==> src/hw/rtl/fms_pkg.sv <==
// types, constants and helper functions for the flight mode supervisor
package fms_pkg;

   localparam int unsigned LimitWidth = 15;
   localparam int unsigned FieldWidth = 16;
   localparam int unsigned ReqDataWidth = 176;
   localparam int unsigned RspDataWidth = 80;
   localparam int unsigned CsrAddrWidth = 3;

   localparam logic [LimitWidth-1:0] XyLimitReset = 15'd2500;
   localparam logic [LimitWidth-1:0] TiltLimitReset = 15'd524;
   localparam logic [LimitWidth-1:0] RateLimitReset = 15'd13963;
   localparam logic [LimitWidth-1:0] TakeoffHeightReset = 15'd800;
   localparam logic [LimitWidth-1:0] LandedHeightReset = 15'd200;

   localparam logic signed [FieldWidth-1:0] MotorOne = 16'sd16384;
   localparam logic [10:0] RatioScale = 11'd1875;

   typedef enum logic [2:0] {
      MODE_GROUND  = 3'd0,
      MODE_TAKEOFF = 3'd1,
      MODE_HOVER   = 3'd2,
      MODE_EXEC    = 3'd3,
      MODE_LAND    = 3'd4,
      MODE_INIT    = 3'd5
   } mode_type;

   typedef enum logic [2:0] {
      CMD_HOVER = 3'd0,
      CMD_LAND  = 3'd1,
      CMD_PWM   = 3'd2,
      CMD_START = 3'd3,
      CMD_NONE  = 3'd4
   } cmd_type;

   typedef enum logic [1:0] {
      SP_NONE  = 2'd0,
      SP_HOVER = 2'd1,
      SP_LAND  = 2'd2,
      SP_RESET = 2'd3
   } setpoint_type;

   typedef enum logic [CsrAddrWidth-1:0] {
      REG_XY_LIMIT       = 3'd0,
      REG_TILT_LIMIT     = 3'd1,
      REG_RATE_LIMIT     = 3'd2,
      REG_TAKEOFF_HEIGHT = 3'd3,
      REG_LANDED_HEIGHT  = 3'd4
   } reg_index_type;

   // true when |v| > lim
   function automatic logic beyond(input logic signed [FieldWidth-1:0] v,
                                   input logic [LimitWidth-1:0] lim);
      logic signed [FieldWidth:0] vx;
      logic signed [FieldWidth:0] lx;
      vx = {v[FieldWidth-1], v};
      lx = {2'b00, lim};
      return (vx > lx) || (vx < -lx);
   endfunction

   function automatic logic above(input logic signed [FieldWidth-1:0] v,
                                  input logic [LimitWidth-1:0] lim);
      logic signed [FieldWidth:0] vx;
      logic signed [FieldWidth:0] lx;
      vx = {v[FieldWidth-1], v};
      lx = {2'b00, lim};
      return vx > lx;
   endfunction

   function automatic logic below(input logic signed [FieldWidth-1:0] v,
                                  input logic [LimitWidth-1:0] lim);
      logic signed [FieldWidth:0] vx;
      logic signed [FieldWidth:0] lx;
      vx = {v[FieldWidth-1], v};
      lx = {2'b00, lim};
      return vx < lx;
   endfunction

   // clamp to +-1.0 in q2.14, shift to 0..2.0, scale by 30000
   function automatic logic [FieldWidth-1:0] motor_ratio(
      input logic signed [FieldWidth-1:0] q);
      logic signed [FieldWidth-1:0] qc;
      logic [FieldWidth-1:0] offset;
      logic [26:0] product;
      if (q > MotorOne) begin
         qc = MotorOne;
      end else if (q < -MotorOne) begin
         qc = -MotorOne;
      end else begin
         qc = q;
      end
      offset = FieldWidth'(qc + MotorOne);
      product = 27'(offset) * 27'(RatioScale);
      return product[25:10];
   endfunction

endpackage

==> src/hw/rtl/flight_mode_supervisor.sv <==
// flight mode supervisor top level: mode state machine, envelope check, motor scaling
//
// One control tick per transaction. A tick is captured in an input register, evaluated
// against the current flight mode and bypass flag by single-cycle logic, and written to
// the result register while mode and bypass update in the same edge, so a new tick can be
// accepted every clock cycle while the response side is not stalled. The result register
// holds a finished result while the next tick waits in the input register, and the input
// side stalls only when both are full. The user must write limit registers through the
// csr port only while the block is idle (not enforced); they take effect on the next tick.
module flight_mode_supervisor
   import fms_pkg::*;
(
   input  logic                           clock,
   input  logic                           reset,

   input  logic                           req_tvalid,
   output logic                           req_tready,
   // motor_a, motor_b, motor_c, motor_d, pos_x, pos_y, height,
   // roll_angle, pitch_angle, roll_rate, pitch_rate (16 bits each)
   input  logic [ReqDataWidth-1:0]        req_tdata,
   // kind
   input  logic [2:0]                     req_tuser,

   output logic                           rsp_tvalid,
   input  logic                           rsp_tready,
   // mode[2:0], mode_changed[3], send_telemetry[4], setpoint_kind[6:5],
   // motor_write[7], ratio_a[23:8], ratio_b[39:24], ratio_c[55:40],
   // ratio_d[71:56], bypass[72], bypass_write[73], zero fill[79:74]
   output logic [RspDataWidth-1:0]        rsp_tdata,

   input  logic                           csr_we,
   input  logic [CsrAddrWidth-1:0]        csr_addr,
   input  logic [LimitWidth-1:0]          csr_wdata
);

   logic [LimitWidth-1:0] xy_limit_ff;
   logic [LimitWidth-1:0] tilt_limit_ff;
   logic [LimitWidth-1:0] rate_limit_ff;
   logic [LimitWidth-1:0] takeoff_height_ff;
   logic [LimitWidth-1:0] landed_height_ff;

   logic                    in_valid_ff;
   logic [2:0]              in_kind_ff;
   logic [ReqDataWidth-1:0] in_data_ff;

   logic                    rsp_valid_ff;
   logic [RspDataWidth-1:0] rsp_data_ff;
   logic [RspDataWidth-1:0] rsp_data_in;

   mode_type mode_ff;
   mode_type mode_in;
   logic     bypass_ff;
   logic     bypass_in;

   logic rsp_load;
   logic advance;

   logic signed [FieldWidth-1:0] motor_a, motor_b, motor_c, motor_d;
   logic signed [FieldWidth-1:0] pos_x, pos_y, height;
   logic signed [FieldWidth-1:0] roll_angle, pitch_angle, roll_rate, pitch_rate;

   logic         unsafe;
   setpoint_type setpoint;
   logic         motors;
   logic         bypass_write;
   logic [FieldWidth-1:0] ratio_a, ratio_b, ratio_c, ratio_d;

   // handshake
   assign rsp_load   = !rsp_valid_ff || rsp_tready;
   assign advance    = in_valid_ff && rsp_load;
   assign req_tready = !in_valid_ff || rsp_load;
   assign rsp_tvalid = rsp_valid_ff;
   assign rsp_tdata  = rsp_data_ff;

   // limit registers
   always_ff @(posedge clock) begin
      if (reset) begin
         xy_limit_ff       <= XyLimitReset;
         tilt_limit_ff     <= TiltLimitReset;
         rate_limit_ff     <= RateLimitReset;
         takeoff_height_ff <= TakeoffHeightReset;
         landed_height_ff  <= LandedHeightReset;
      end else if (csr_we) begin
         unique case (csr_addr)
            REG_XY_LIMIT:       xy_limit_ff       <= csr_wdata;
            REG_TILT_LIMIT:     tilt_limit_ff     <= csr_wdata;
            REG_RATE_LIMIT:     rate_limit_ff     <= csr_wdata;
            REG_TAKEOFF_HEIGHT: takeoff_height_ff <= csr_wdata;
            REG_LANDED_HEIGHT:  landed_height_ff  <= csr_wdata;
            default: ;
         endcase
      end
   end

   // input register
   always_ff @(posedge clock) begin
      if (reset) begin
         in_valid_ff <= 1'b0;
      end else if (req_tready) begin
         in_valid_ff <= req_tvalid;
      end
   end

   always_ff @(posedge clock) begin
      if (req_tready && req_tvalid) begin
         in_kind_ff <= req_tuser;
         in_data_ff <= req_tdata;
      end
   end

   assign motor_a     = in_data_ff[15:0];
   assign motor_b     = in_data_ff[31:16];
   assign motor_c     = in_data_ff[47:32];
   assign motor_d     = in_data_ff[63:48];
   assign pos_x       = in_data_ff[79:64];
   assign pos_y       = in_data_ff[95:80];
   assign height      = in_data_ff[111:96];
   assign roll_angle  = in_data_ff[127:112];
   assign pitch_angle = in_data_ff[143:128];
   assign roll_rate   = in_data_ff[159:144];
   assign pitch_rate  = in_data_ff[175:160];

   assign unsafe = beyond(pos_x, xy_limit_ff) || beyond(pos_y, xy_limit_ff) ||
                   beyond(roll_angle, tilt_limit_ff) || beyond(pitch_angle, tilt_limit_ff) ||
                   beyond(roll_rate, rate_limit_ff) || beyond(pitch_rate, rate_limit_ff);

   assign ratio_a = motor_ratio(motor_a);
   assign ratio_b = motor_ratio(motor_b);
   assign ratio_c = motor_ratio(motor_c);
   assign ratio_d = motor_ratio(motor_d);

   // mode state register
   always_ff @(posedge clock) begin
      if (reset) begin
         mode_ff   <= MODE_INIT;
         bypass_ff <= 1'b0;
      end else if (advance) begin
         mode_ff   <= mode_in;
         bypass_ff <= bypass_in;
      end
   end

   // next mode and tick outputs
   always_comb begin
      logic telemetry;
      mode_in      = mode_ff;
      setpoint     = SP_NONE;
      motors       = 1'b0;
      bypass_write = 1'b0;
      bypass_in    = bypass_ff;
      telemetry    = 1'b1;

      unique case (mode_ff)
         MODE_INIT: begin
            telemetry = 1'b0;
            if (in_kind_ff == CMD_START) begin
               mode_in = MODE_GROUND;
            end
         end
         MODE_GROUND: begin
            if (in_kind_ff == CMD_HOVER) begin
               mode_in = MODE_TAKEOFF;
            end else if (in_kind_ff == CMD_PWM) begin
               mode_in      = MODE_EXEC;
               motors       = 1'b1;
               bypass_in    = 1'b1;
               bypass_write = 1'b1;
            end
         end
         MODE_TAKEOFF: begin
            setpoint = SP_HOVER;
            if (above(height, takeoff_height_ff)) begin
               mode_in = MODE_HOVER;
            end
         end
         MODE_HOVER: begin
            setpoint = SP_HOVER;
            if (in_kind_ff == CMD_LAND) begin
               mode_in = MODE_LAND;
            end else if (in_kind_ff == CMD_PWM) begin
               mode_in      = MODE_EXEC;
               motors       = 1'b1;
               bypass_in    = 1'b1;
               bypass_write = 1'b1;
            end
         end
         MODE_LAND: begin
            setpoint = SP_LAND;
            if (below(height, landed_height_ff)) begin
               mode_in = MODE_GROUND;
            end
         end
         MODE_EXEC: begin
            if (unsafe) begin
               mode_in      = MODE_LAND;
               bypass_in    = 1'b0;
               bypass_write = 1'b1;
            end else if (in_kind_ff == CMD_HOVER) begin
               mode_in      = MODE_HOVER;
               bypass_in    = 1'b0;
               bypass_write = 1'b1;
            end else if (in_kind_ff == CMD_LAND) begin
               mode_in      = MODE_LAND;
               bypass_in    = 1'b0;
               bypass_write = 1'b1;
            end else if (in_kind_ff == CMD_PWM) begin
               motors = 1'b1;
            end
         end
         default: begin
            telemetry = 1'b0;
         end
      endcase

      if (motors) begin
         setpoint = SP_RESET;
      end

      rsp_data_in = {6'd0,
                     bypass_write,
                     bypass_in,
                     motors ? ratio_d : '0,
                     motors ? ratio_c : '0,
                     motors ? ratio_b : '0,
                     motors ? ratio_a : '0,
                     motors,
                     setpoint,
                     telemetry,
                     mode_in != mode_ff,
                     mode_in};
   end

   // result register
   always_ff @(posedge clock) begin
      if (reset) begin
         rsp_valid_ff <= 1'b0;
      end else if (rsp_load) begin
         rsp_valid_ff <= in_valid_ff;
      end
   end

   always_ff @(posedge clock) begin
      if (advance) begin
         rsp_data_ff <= rsp_data_in;
      end
   end

endmodule
==> config.mk <==
export PLATFORM = sky130hd
export DESIGN_NAME = flight_mode_supervisor
export DESIGN_NICKNAME = d
export VERILOG_FILES = /design/src/hw/rtl/fms_pkg.sv /design/src/hw/rtl/flight_mode_supervisor.sv
export SDC_FILE = /design/constraint.sdc
export NUM_CORES = 1
export LEC_CHECK = 0
export BUFFER_PORTS_ARGS = -buffer_cell sky130_fd_sc_hd__buf_2
export CAP_MARGIN = 20
export CORE_MARGIN = 2
export CORE_UTILIZATION = 41
export DETAILED_ROUTE_END_ITERATION = 10
export PLACE_DENSITY = 0.65
export SLEW_MARGIN = 10
export SYNTH_ARGS = -nofsm -noshare
export SYNTH_HDL_FRONTEND = slang
export SYNTH_SLANG_ARGS = --single-unit
==> constraint.sdc <==
create_clock -name clock -period 8.4 [get_ports clock]
set_input_delay 1.26 -clock clock [delete_from_list [all_inputs] [get_ports clock]]
set_output_delay 1.26 -clock clock [all_outputs]
set_load 0.02 [all_outputs]
=== Yosys cells after proc, flatten, opt, wreduce, memory -nomap -nowiden ===
Cells that the tools add are included.

* Register bits after elaboration: 334
* Output and inout port bits: 82
* Input bits: 202

* $mul: 4
* Mux-type cells: 37
* Reduce and logical (&&, ||, !) cells: 27
* Equality and inequality tests: 13
* $add $sub $neg: 7
* Magnitude comparators: 22

{| class="wikitable"
|+ Operator list
! operator !! number
|-
| 16-bit two-way mux || 8
|-
| 16-bit greater-than comparator || 7
|-
| 16-bit by 11-bit multiplier with 26-bit output (second input constant) || 4
|-
| 16-bit by 17-bit less-than comparator with 1-bit output || 6
|-
| 16-bit adder (second input constant) || 4
|-
| 16-bit greater-than comparator (second input constant) || 4
|-
| 16-bit by 15-bit less-than comparator with 1-bit output (second input constant) || 4
|-
| 15-bit negation with 17-bit output || 3
|-
| 3-bit two-way mux || 9
|-
| 3-bit by 2-bit == test with 1-bit output (second input constant) || 6
|-
| 3-bit one-hot mux with 6 select lines || 1
|-
| 16-bit less-than comparator || 1
|-
| 1-bit two-way mux || 15
|-
| 1-bit logical OR || 13
|-
| 2-bit AND reduction || 5
|-
| 3-bit by 1-bit == test with 1-bit output (second input constant) || 3
|-
| 3-bit == test (second input constant) || 3
|-
| 3-bit logical NOT || 3
|-
| 1-bit one-hot mux with 3 select lines || 3
|-
| 5-bit OR reduction || 1
|-
| 2-bit one-hot mux with 2 select lines || 1
|-
| 3-bit inequality test || 1
|-
| 1-bit logical AND || 2
|-
| 1-bit logical NOT || 2
|-
| 2-bit OR reduction || 1
|}

=== Depth between registers and ports, before layout ===
Gate-level depths: netlist of the first run.

* Depth after elaboration: 11
* Depth in mapped cells: 25

=== Worst setup path before layout of the first run ===
OpenSTA, ideal clock, no wires.

* Kind: input-to-reg
* Start point: input port rsp_tready
* End point: register in_data_ff[0], enable pin
* Slack: 2.201 ns
* Stages on the path: 3
* Library setup time: 0.561 ns
* Required time: 7.839 ns
* Arrival: 5.638 ns
* Buffers on the path: 0
* Cell sequence: nor2b_1 nand2_1 and2_1

* Word-level cells in the longest chain between the ends: 3

{| class="wikitable"
|+ RTL lines
! item !! RTL line !! source
|-
| from (decl) || flight_mode_supervisor.sv:25 || <nowiki>input logic rsp_tready,</nowiki>
|-
| 1-bit logical OR || flight_mode_supervisor.sv:69 || <nowiki>assign rsp_load = !rsp_valid_ff || rsp_tready;</nowiki>
|-
| 1-bit logical OR || flight_mode_supervisor.sv:71 || <nowiki>assign req_tready = !in_valid_ff || rsp_load;</nowiki>
|-
| named net req_tready || flight_mode_supervisor.sv:17 || <nowiki>output logic req_tready,</nowiki>
|-
| 1-bit logical AND || flight_mode_supervisor.sv:105 || <nowiki>if (req_tready && req_tvalid) begin</nowiki>
|-
| to (signal assigned) || flight_mode_supervisor.sv:107 || <nowiki>in_data_ff <= req_tdata;</nowiki>
|-
| to (decl) || flight_mode_supervisor.sv:44 || <nowiki>logic [ReqDataWidth-1:0] in_data_ff;</nowiki>
|}

The timed path passes the listed nets, and every way through them passes these cells.
A chain may end at the register's enable or synchronous reset.

=== Final worst setup path of the first run ===
* Start point: register in_data_ff[31]
* End point: register rsp_data_ff[36], in the netlist rsp_tdata[36] (data pin)

* Word-level cells in the longest chain between the ends: 5
* Elaborated cells between the ends (all ways): 6
* Classes of those cells: 1 x add/sub; 1 x mul; 2 x order compare; 2 x mux

{| class="wikitable"
|+ RTL lines
! item !! RTL line !! source
|-
| 16-bit by 15-bit less-than comparator with 1-bit output || fms_pkg.sv:87 || <nowiki>end else if (q < -MotorOne) begin</nowiki>
|-
| 16-bit two-way mux || fms_pkg.sv:87 ||
|-
| 16-bit two-way mux (*) || fms_pkg.sv:85 || <nowiki>if (q > MotorOne) begin</nowiki>
|-
| 16-bit adder (*) || fms_pkg.sv:92 || <nowiki>offset = FieldWidth'(qc + MotorOne);</nowiki>
|-
| 16-bit by 11-bit multiplier with 26-bit output (*) || fms_pkg.sv:93 || <nowiki>product = 27'(offset) * 27'(RatioScale);</nowiki>
|-
| to (signal assigned) || flight_mode_supervisor.sv:244 || <nowiki>rsp_data_ff <= rsp_data_in;</nowiki>
|-
| to (decl) || flight_mode_supervisor.sv:47 || <nowiki>logic [RspDataWidth-1:0] rsp_data_ff;</nowiki>
|}

Every way passes the cells marked *; elsewhere a longest branch is shown, timed or not.

==> results of run 1 <==
[Yosys cell counts, types with 7 or more instances]
cell       number
ha_1          491
and3_1         18
o21ai_0        53
a211o_1        10
dfxtp_1        81
o2111ai_1       8
nand2b_1       18
xnor2_1        81
a311oi_1        7
a21oi_1       173
o21a_1         25
and2_1         35
o211ai_1       22
nor2b_1        24
a21o_1         55
nand2_1       222
or2_2          12
edfxtp_1      253
fa_1          226
inv_1         475
clkbuf_1       32
a211oi_1       26
nand3_1        38
nor3_1         55
xor2_1         27
nand4_1        37
nor4_1         34
nand3b_1       18
o31ai_1        12
nor2_1        138
[placed cells by master (no fill, tap or decap), types with 7 or more instances in the layout]
cell / netlist / final
a211o_1: 10 / 10
a211oi_1: 26 / 26
a21o_1: 55 / 55
a21oi_1: 173 / 173
a311oi_1: 7 / 7
and2_1: 35 / 34
and3_1: 18 / 18
buf_2: 3 / 277
clkbuf_16: 0 / 42
clkinv_2: 0 / 8
conb_1: 2 / 9
dfxtp_1: 81 / 81
edfxtp_1: 253 / 253
fa_1: 226 / 226
ha_1: 491 / 491
inv_1: 475 / 475
nand2_1: 222 / 221
nand2b_1: 18 / 18
nand3_1: 38 / 38
nand3b_1: 18 / 18
nand4_1: 37 / 37
nor2_1: 138 / 138
nor2b_1: 24 / 24
nor3_1: 55 / 55
nor4_1: 34 / 34
o2111ai_1: 8 / 8
o211ai_1: 22 / 22
o21a_1: 25 / 25
o21ai_0: 53 / 53
o31ai_1: 12 / 12
or2_2: 12 / 12
xnor2_1: 81 / 81
xor2_1: 27 / 27
[cells by family (layout without fill, tap and decap cells)]
logic type	count (synthesis)	in the layout	synth area share
fa+ha+maj	717	717	0.367
simple gates	676	676	0.113
buf+inv	519	837	0.0684
compound gates	448	448	0.0997
flops	334	334	0.318
xor+xnor	108	108	0.0326
other cells	2	14	0.000259
mux	2	2	0.000733
[cell type report]
type,instances,area share
multi-input cells,1960,0.542
flip-flops and latches,334,0.280
inverters,476,0.0543
repair buffers,284,0.0438
well taps,940,0.0357
clock buffers,50,0.0334
clock inverters,27,0.0111
diodes,5,0.000380
[flip-flops by register name, summed over array words and instances, names as in the netlist]
signal             cells
rsp_tvalid             1
xy_limit_ff           15
mode_ff                3
bypass_ff              1
in_data_ff           176
takeoff_height_ff     15
in_valid_ff            1
tilt_limit_ff         15
rate_limit_ff         15
in_kind_ff             3
rsp_tdata             74
landed_height_ff      15
[per-layer routing]
metal  routed length, um  track usage  vias up
met5                  34            0        -
met4                1750       0.0534        6
met1               29700        0.240     9802
met3                2860       0.0282       88
li1                    -            -    10262
met2               32900        0.324      369
[worst paths after layout]
path | startpoint | endpoint | slack, ps
min | landed_height_ff[0] | landed_height_ff[0] | 450
max | in_data_ff[31] | rsp_tdata[36] | 1370
max reg2reg | in_data_ff[31] | rsp_tdata[36] | 1370
min reg2reg | landed_height_ff[0] | landed_height_ff[0] | 450
[per-stage QoR]
step                instances  worst slack [ps]  area [um2]  total power [mW]
floorplan                2813              2200       29100              5.02
global placement         3993              1450       31500              5.90
detailed placement       3993              1390       31500              5.92
CTS                      4070              1370       32900              7.91
global route             4074               851       33000              8.56
finish                   4076              1370       33000              7.79
[critical path, stage by stage, from the launching register on]
cell and delay [ps]:
edfxtp_1 500, xnor2_1 240, a41oi_1 640, nand2b_1 290
inv_1 150, ha_1 210, or2_2 300, fa_1 460
fa_1 520, inv_1 60, fa_1 510, fa_1 540
inv_1 40, ha_1 330, nand4_1 120, a2111oi_0 720
a21oi_1 260, o31ai_1 400, a21o_1 200, a21oi_1 80
xor2_1 130, nor2_1 50
[power by group through the flow]
stage / clock network, mW / registers (mW) / logic, mW
floorplan: 0 / 1.95 / 3.06
global placement: 0 / 1.95 / 3.94
detailed placement: 0 / 1.95 / 3.97
CTS: 1.97 / 1.92 / 4.02
global route: 2.02 / 1.93 / 4.61
finish: 1.91 / 1.92 / 3.96
==> impl_metrics.csv, run 1 <==
group,metric,value,unit
die,coreArea,0.0700,mm2
critical_path,r2r_cells,21,
power_and_ir_drop,p_leak,15.6,nW
die,die_y,270,um
power_and_ir_drop,power.switching,3.11,mW
placement,numPortBuffers,277,
clock_tree,hold_buffers,0,
synthesis,synth_cell_types,77,
timing,finalSetupViolations,0,
grt,grt_remaining_overflow,0,
critical_path,arrival,7330,ps
clock_tree,clk-insertion-delay-late,600,ps
synthesis,synthTopCellsByArea,"edfxtp_1 (26%), ha_1 (21%), fa_1 (16%), inv_1 (6.1%), dfxtp_1 (5.6%)",
layout,multiInputGateArea,0.0179,mm2
timing,slew_viol_final,0,
timing,slew-limit-headroom,0.365,
timing,fin_worst_skew,39.1,ps
power_and_ir_drop,swShare,0.400,
layout,filler_cell_count,6579,
clock_tree,clock_path_buffers,3,
clock_tree,post_cts_resized,0,
critical_path,critPathMaxFanout,10,
clock_tree,cts_max_level,2,
drt,wirelength,67200,um
grt,grt_pass1_vias,20813,
drt,vias,20527,
die,die_area,0.0729,mm2
die,die_w,270,um
timing,period_needed,7030,ps
power_and_ir_drop,ir_drop,0.174,mV
synthesis,avgSynthCellArea,10.3,um2
min_path,whs_path_depth,2,
clock_tree,cts.sinks,334,
layout,drive_gt1_frac,0.122,
layout,ff_latch_area,0.00922,mm2
synthesis,syn-cell-area,0.0290,mm2
power_and_ir_drop,p_comb_frac,0.508,
drt,drc,0,
power_and_ir_drop,clockPowerShare,0.245,
clock_tree,cts_buffers,42,
grt,grt_start_max_net_pins,82,
layout,final_nets,4017,
clock_tree,cts.reportedPaths.clkPinSlew,70,ps
synthesis,ys_seq_area_frac,0.318,
grt,grt_pass1_wl,108000,um
layout,area_delta_synth_final,13.5,%
synthesis,syn_inst,2806,
timing,finalSetupTns,0,ps
clock_tree,cts_tree,"done",
placement,dp_hpwl,55100,um
power_and_ir_drop,seqPwrFrac,0.246,
clock_tree,post-cts-setup-buffers,0,
drt,via_per_inst,5.04,
drt,drt-initial-drc-count,929,
timing,timing.hold.ws,452,ps
grt,antenna_found_initial,7,
die,num_io_pins,284,
synthesis,ys_ff_latch,334,
drt,final_antenna_net_count,0,
flow_run,drv_cap,0,
drt,wl_per_cell,16.5,um
critical_path,endpoint_kind,"register",
synthesis,ys_async_sr_fraction,0,
critical_path,worstPathRequired,8700,ps
synthesis,ys_warn_count,0,
synthesis,synth_top_area_cell,"edfxtp_1",
power_and_ir_drop,power.density,236,mW/mm2
timing,fin_crit_sh,0.837,
placement,place.gp.congestion,0.883,
die,start_util,0.415,
timing,fmax,0.142,GHz
synthesis,synth_edf_count,253,
layout,post-route-util,0.471,
grt,grt_usage,0.186,
critical_path,cp-start-kind,"register",
min_path,hp-class,"reg2reg",
timing,rsz0062_at_grt,"false",
critical_path,critical_path_class,"reg2reg",
timing,tightest_slew,950,ps
synthesis,synthFlopType,"edfxtp_1",
power_and_ir_drop,p_int,4.67,mW
drt,firstDrtPassIters,6,
status,outcome,"complete, no violations",
synthesis,synth.top_cell.area_share,0.262,
clock_tree,cts_root_buf,"clkbuf_16",
die,rows,97,
timing,hold_violations,0,
Note: power is estimated with default switching activity, not from simulation.
==> run 2, diff against run 1 <==
- PLACE_DENSITY: 0.65 -> 0.67
- clock period: 8.4 -> 6.1 ns (I/O delays scaled with it)
==> impl_metrics.csv, run 2 (synthesis results as in run 1) <==
group,metric,value,unit
power_and_ir_drop,ir_drop,0.323,mV
min_path,whs_path_depth,2,
timing,fin_crit_sh,0.982,
min_path,min_from,"landed_height_ff[11]",
timing,finalSetupViolations,0,
timing,fmax,0.167,GHz
layout,layout_common_cells,"ha_1 (476), inv_1 (470), buf_2 (277)",
status,outcome,"complete, no violations",
power_and_ir_drop,p_leak,16.5,nW
die,start_util,0.415,
drt,drt-initial-drc-count,1201,
layout,area_delta_synth_final,20.3,%
critical_path,endpoint_kind,"register",
critical_path,critPathMaxFanout,5,
critical_path,r2r_setup_slack,110,ps
power_and_ir_drop,seqPwrFrac,0.222,
grt,grt_remaining_overflow,0,
placement,numPortBuffers,277,
drt,wl_per_cell,16.5,um
clock_tree,cts_tree,"done",
timing,rsz0062_at_grt,"true",
critical_path,worstPathRequired,6490,ps
die,coreArea,0.0700,mm2
die,die_y,270,um
power_and_ir_drop,p_int,7.13,mW
grt,antenna_found_initial,6,
die,rows,97,
flow_run,drv_cap,0,
timing,slew-limit-headroom,0.409,
min_path,whs_endpoint,"landed_height_ff[11]",
grt,grt_start_max_net_pins,99,
layout,final_nets,4173,
power_and_ir_drop,swShare,0.402,
timing,slew_viol_final,0,
critical_path,critical_path_class,"reg2reg",
clock_tree,cts.sinks,334,
layout,drive_gt1_frac,0.199,
clock_tree,clock_path_buffers,3,
timing,period_needed,5990,ps
clock_tree,cts.reportedPaths.clkPinSlew,60,ps
clock_tree,cts_root_buf,"clkbuf_16",
critical_path,reg2reg_from,"in_data_ff[56]",
placement,dp_hpwl,56300,um
critical_path,cp-start-kind,"register",
timing,finalSetupTns,0,ps
clock_tree,hold_buffers,0,
clock_tree,clk-insertion-delay-late,590,ps
power_and_ir_drop,power.density,341,mW/mm2
grt,grt_pass1_vias,21827,
layout,top_register,"in_data_ff",
placement,dpl_cell_area,0.0325,mm2
die,die_area,0.0729,mm2
placement,place.gp.congestion,0.921,
power_and_ir_drop,power.switching,4.79,mW
critical_path,r2r-end,"rsp_tdata[71]",
min_path,hp-class,"reg2reg",
critical_path,r2r_cells,24,
layout,final_cell_area,0.0349,mm2
layout,largest_reg_flops,176,
clock_tree,cts_buffers,39,
drt,wirelength,69800,um
drt,final_antenna_net_count,0,
drt,drc,0,
layout,post-route-util,0.499,
layout,mostFrequentLayoutCell,"ha_1",
die,num_io_pins,284,
critical_path,arrival,6380,ps
timing,fin_worst_skew,23.5,ps
power_and_ir_drop,clockPowerShare,0.209,
timing,hold_violations,0,
clock_tree,cts_max_level,2,
drt,via_per_inst,5.05,
power_and_ir_drop,p_comb_frac,0.569,
grt,grt_usage,0.191,
grt,grt_pass1_wl,112000,um
timing,timing.hold.ws,454,ps
layout,filler_cell_count,6304,
timing,tightest_slew,887,ps
die,die_w,270,um
drt,vias,21341,
drt,firstDrtPassIters,5,
run 2: changes by cell type in the layout (fill, tap and decap cells not counted), moves of 7 or more:
| cell | before | now |
|---|---|---|
| a21oi_1 | 173 | 160 |
| a21oi_2 | 0 | 9 |
| buf_4 | 6 | 157 |
| ha_1 | 491 | 476 |
| ha_4 | 0 | 14 |
| nand2_1 | 221 | 208 |
| nand2_2 | 1 | 12 |
| nor4_1 | 34 | 24 |
| nor4_2 | 0 | 7 |
run 2: power by group through the flow:
stage	logic [mW]	clock network (mW)	registers (mW)
2_1_floorplan	4.22	0	2.69
3_3_place_gp	5.87	0	2.68
3_5_place_dp	5.95	0	2.68
4_1_cts	6.06	2.57	2.64
5_1_grt	7.70	2.65	2.65
6_report	6.78	2.49	2.64
run 2: how the worst max path moves through the flow:
| stage | from | endpoint | slack (ps) | cells after the start |
|---|---|---|---|---|
| floorplan | in_data_ff[31] | rsp_tdata[36] | 20 | 21 |
| global placement | in_data_ff[17] | rsp_tdata[36] | -200 | 22 |
| detailed placement | in_data_ff[18] | rsp_tdata[36] | -290 | 22 |
| CTS | in_data_ff[20] | rsp_tdata[36] | -20 | 22 |
| global route | in_data_ff[56] | rsp_tdata[69] | -160 | 24 |
| finish | in_data_ff[56] | rsp_tdata[71] | 110 | 24 |
run 2: layout make-up:
class | count | area [um2] | area share
inverters | 476 | 1790 | 0.0512
clock inverters | 28 | 349 | 0.0100
clock buffers | 44 | 1010 | 0.0291
repair buffers | 442 | 2690 | 0.0770
diodes | 2 | 5.00 | 0.000143
well taps | 940 | 1180 | 0.0337
flip-flops and latches | 334 | 9220 | 0.264
multi-input cells | 1961 | 18700 | 0.535
run 2: layer usage:
| layer | GRT usage | wire [um] | vias to the layer above |
|---|---|---|---|
| met5 | 0 | 54 | - |
| met4 | 0.0610 | 2150 | 10 |
| met3 | 0.0313 | 3270 | 126 |
| met2 | 0.338 | 35100 | 421 |
| met1 | 0.236 | 29300 | 10214 |
| li1 | - | - | 10570 |
run 2: worst max-delay path: stages, from the launching register on:
cell and delay, ps:
edfxtp_1 430, nor4_2 270, and4_1 260, nor2_2 60, nor2_2 180, buf_6 130, and2_4 150, fa_1 440
fa_2 480, fa_1 500, inv_2 40, fa_1 490, inv_2 40, fa_1 540, ha_4 210, o21a_1 170
o21ai_1 110, a31oi_1 80, o21ai_2 130, o211ai_1 130, buf_4 160, o21a_4 230, o2111ai_2 180, a21oi_2 80
a311oi_2 280
run 2: through the flow:
step | power [mW] | instances | setup WS (ps)
3_5_place_dp | 8.63 | 4130 | -292
2_1_floorplan | 6.91 | 2813 | 16.3
4_1_cts | 11.3 | 4205 | -16.2
6_report | 11.9 | 4227 | 111
5_1_grt | 13.0 | 4226 | -165
3_3_place_gp | 8.55 | 4130 | -200
run 2: timing repair:
item | in CTS | in global routing
resized for setup | 24 | 131
pin swaps | 5 | 101
buffers inserted | 2 | 20
cloned | 1 | 1
setup endpoints to repair | 19 | 41
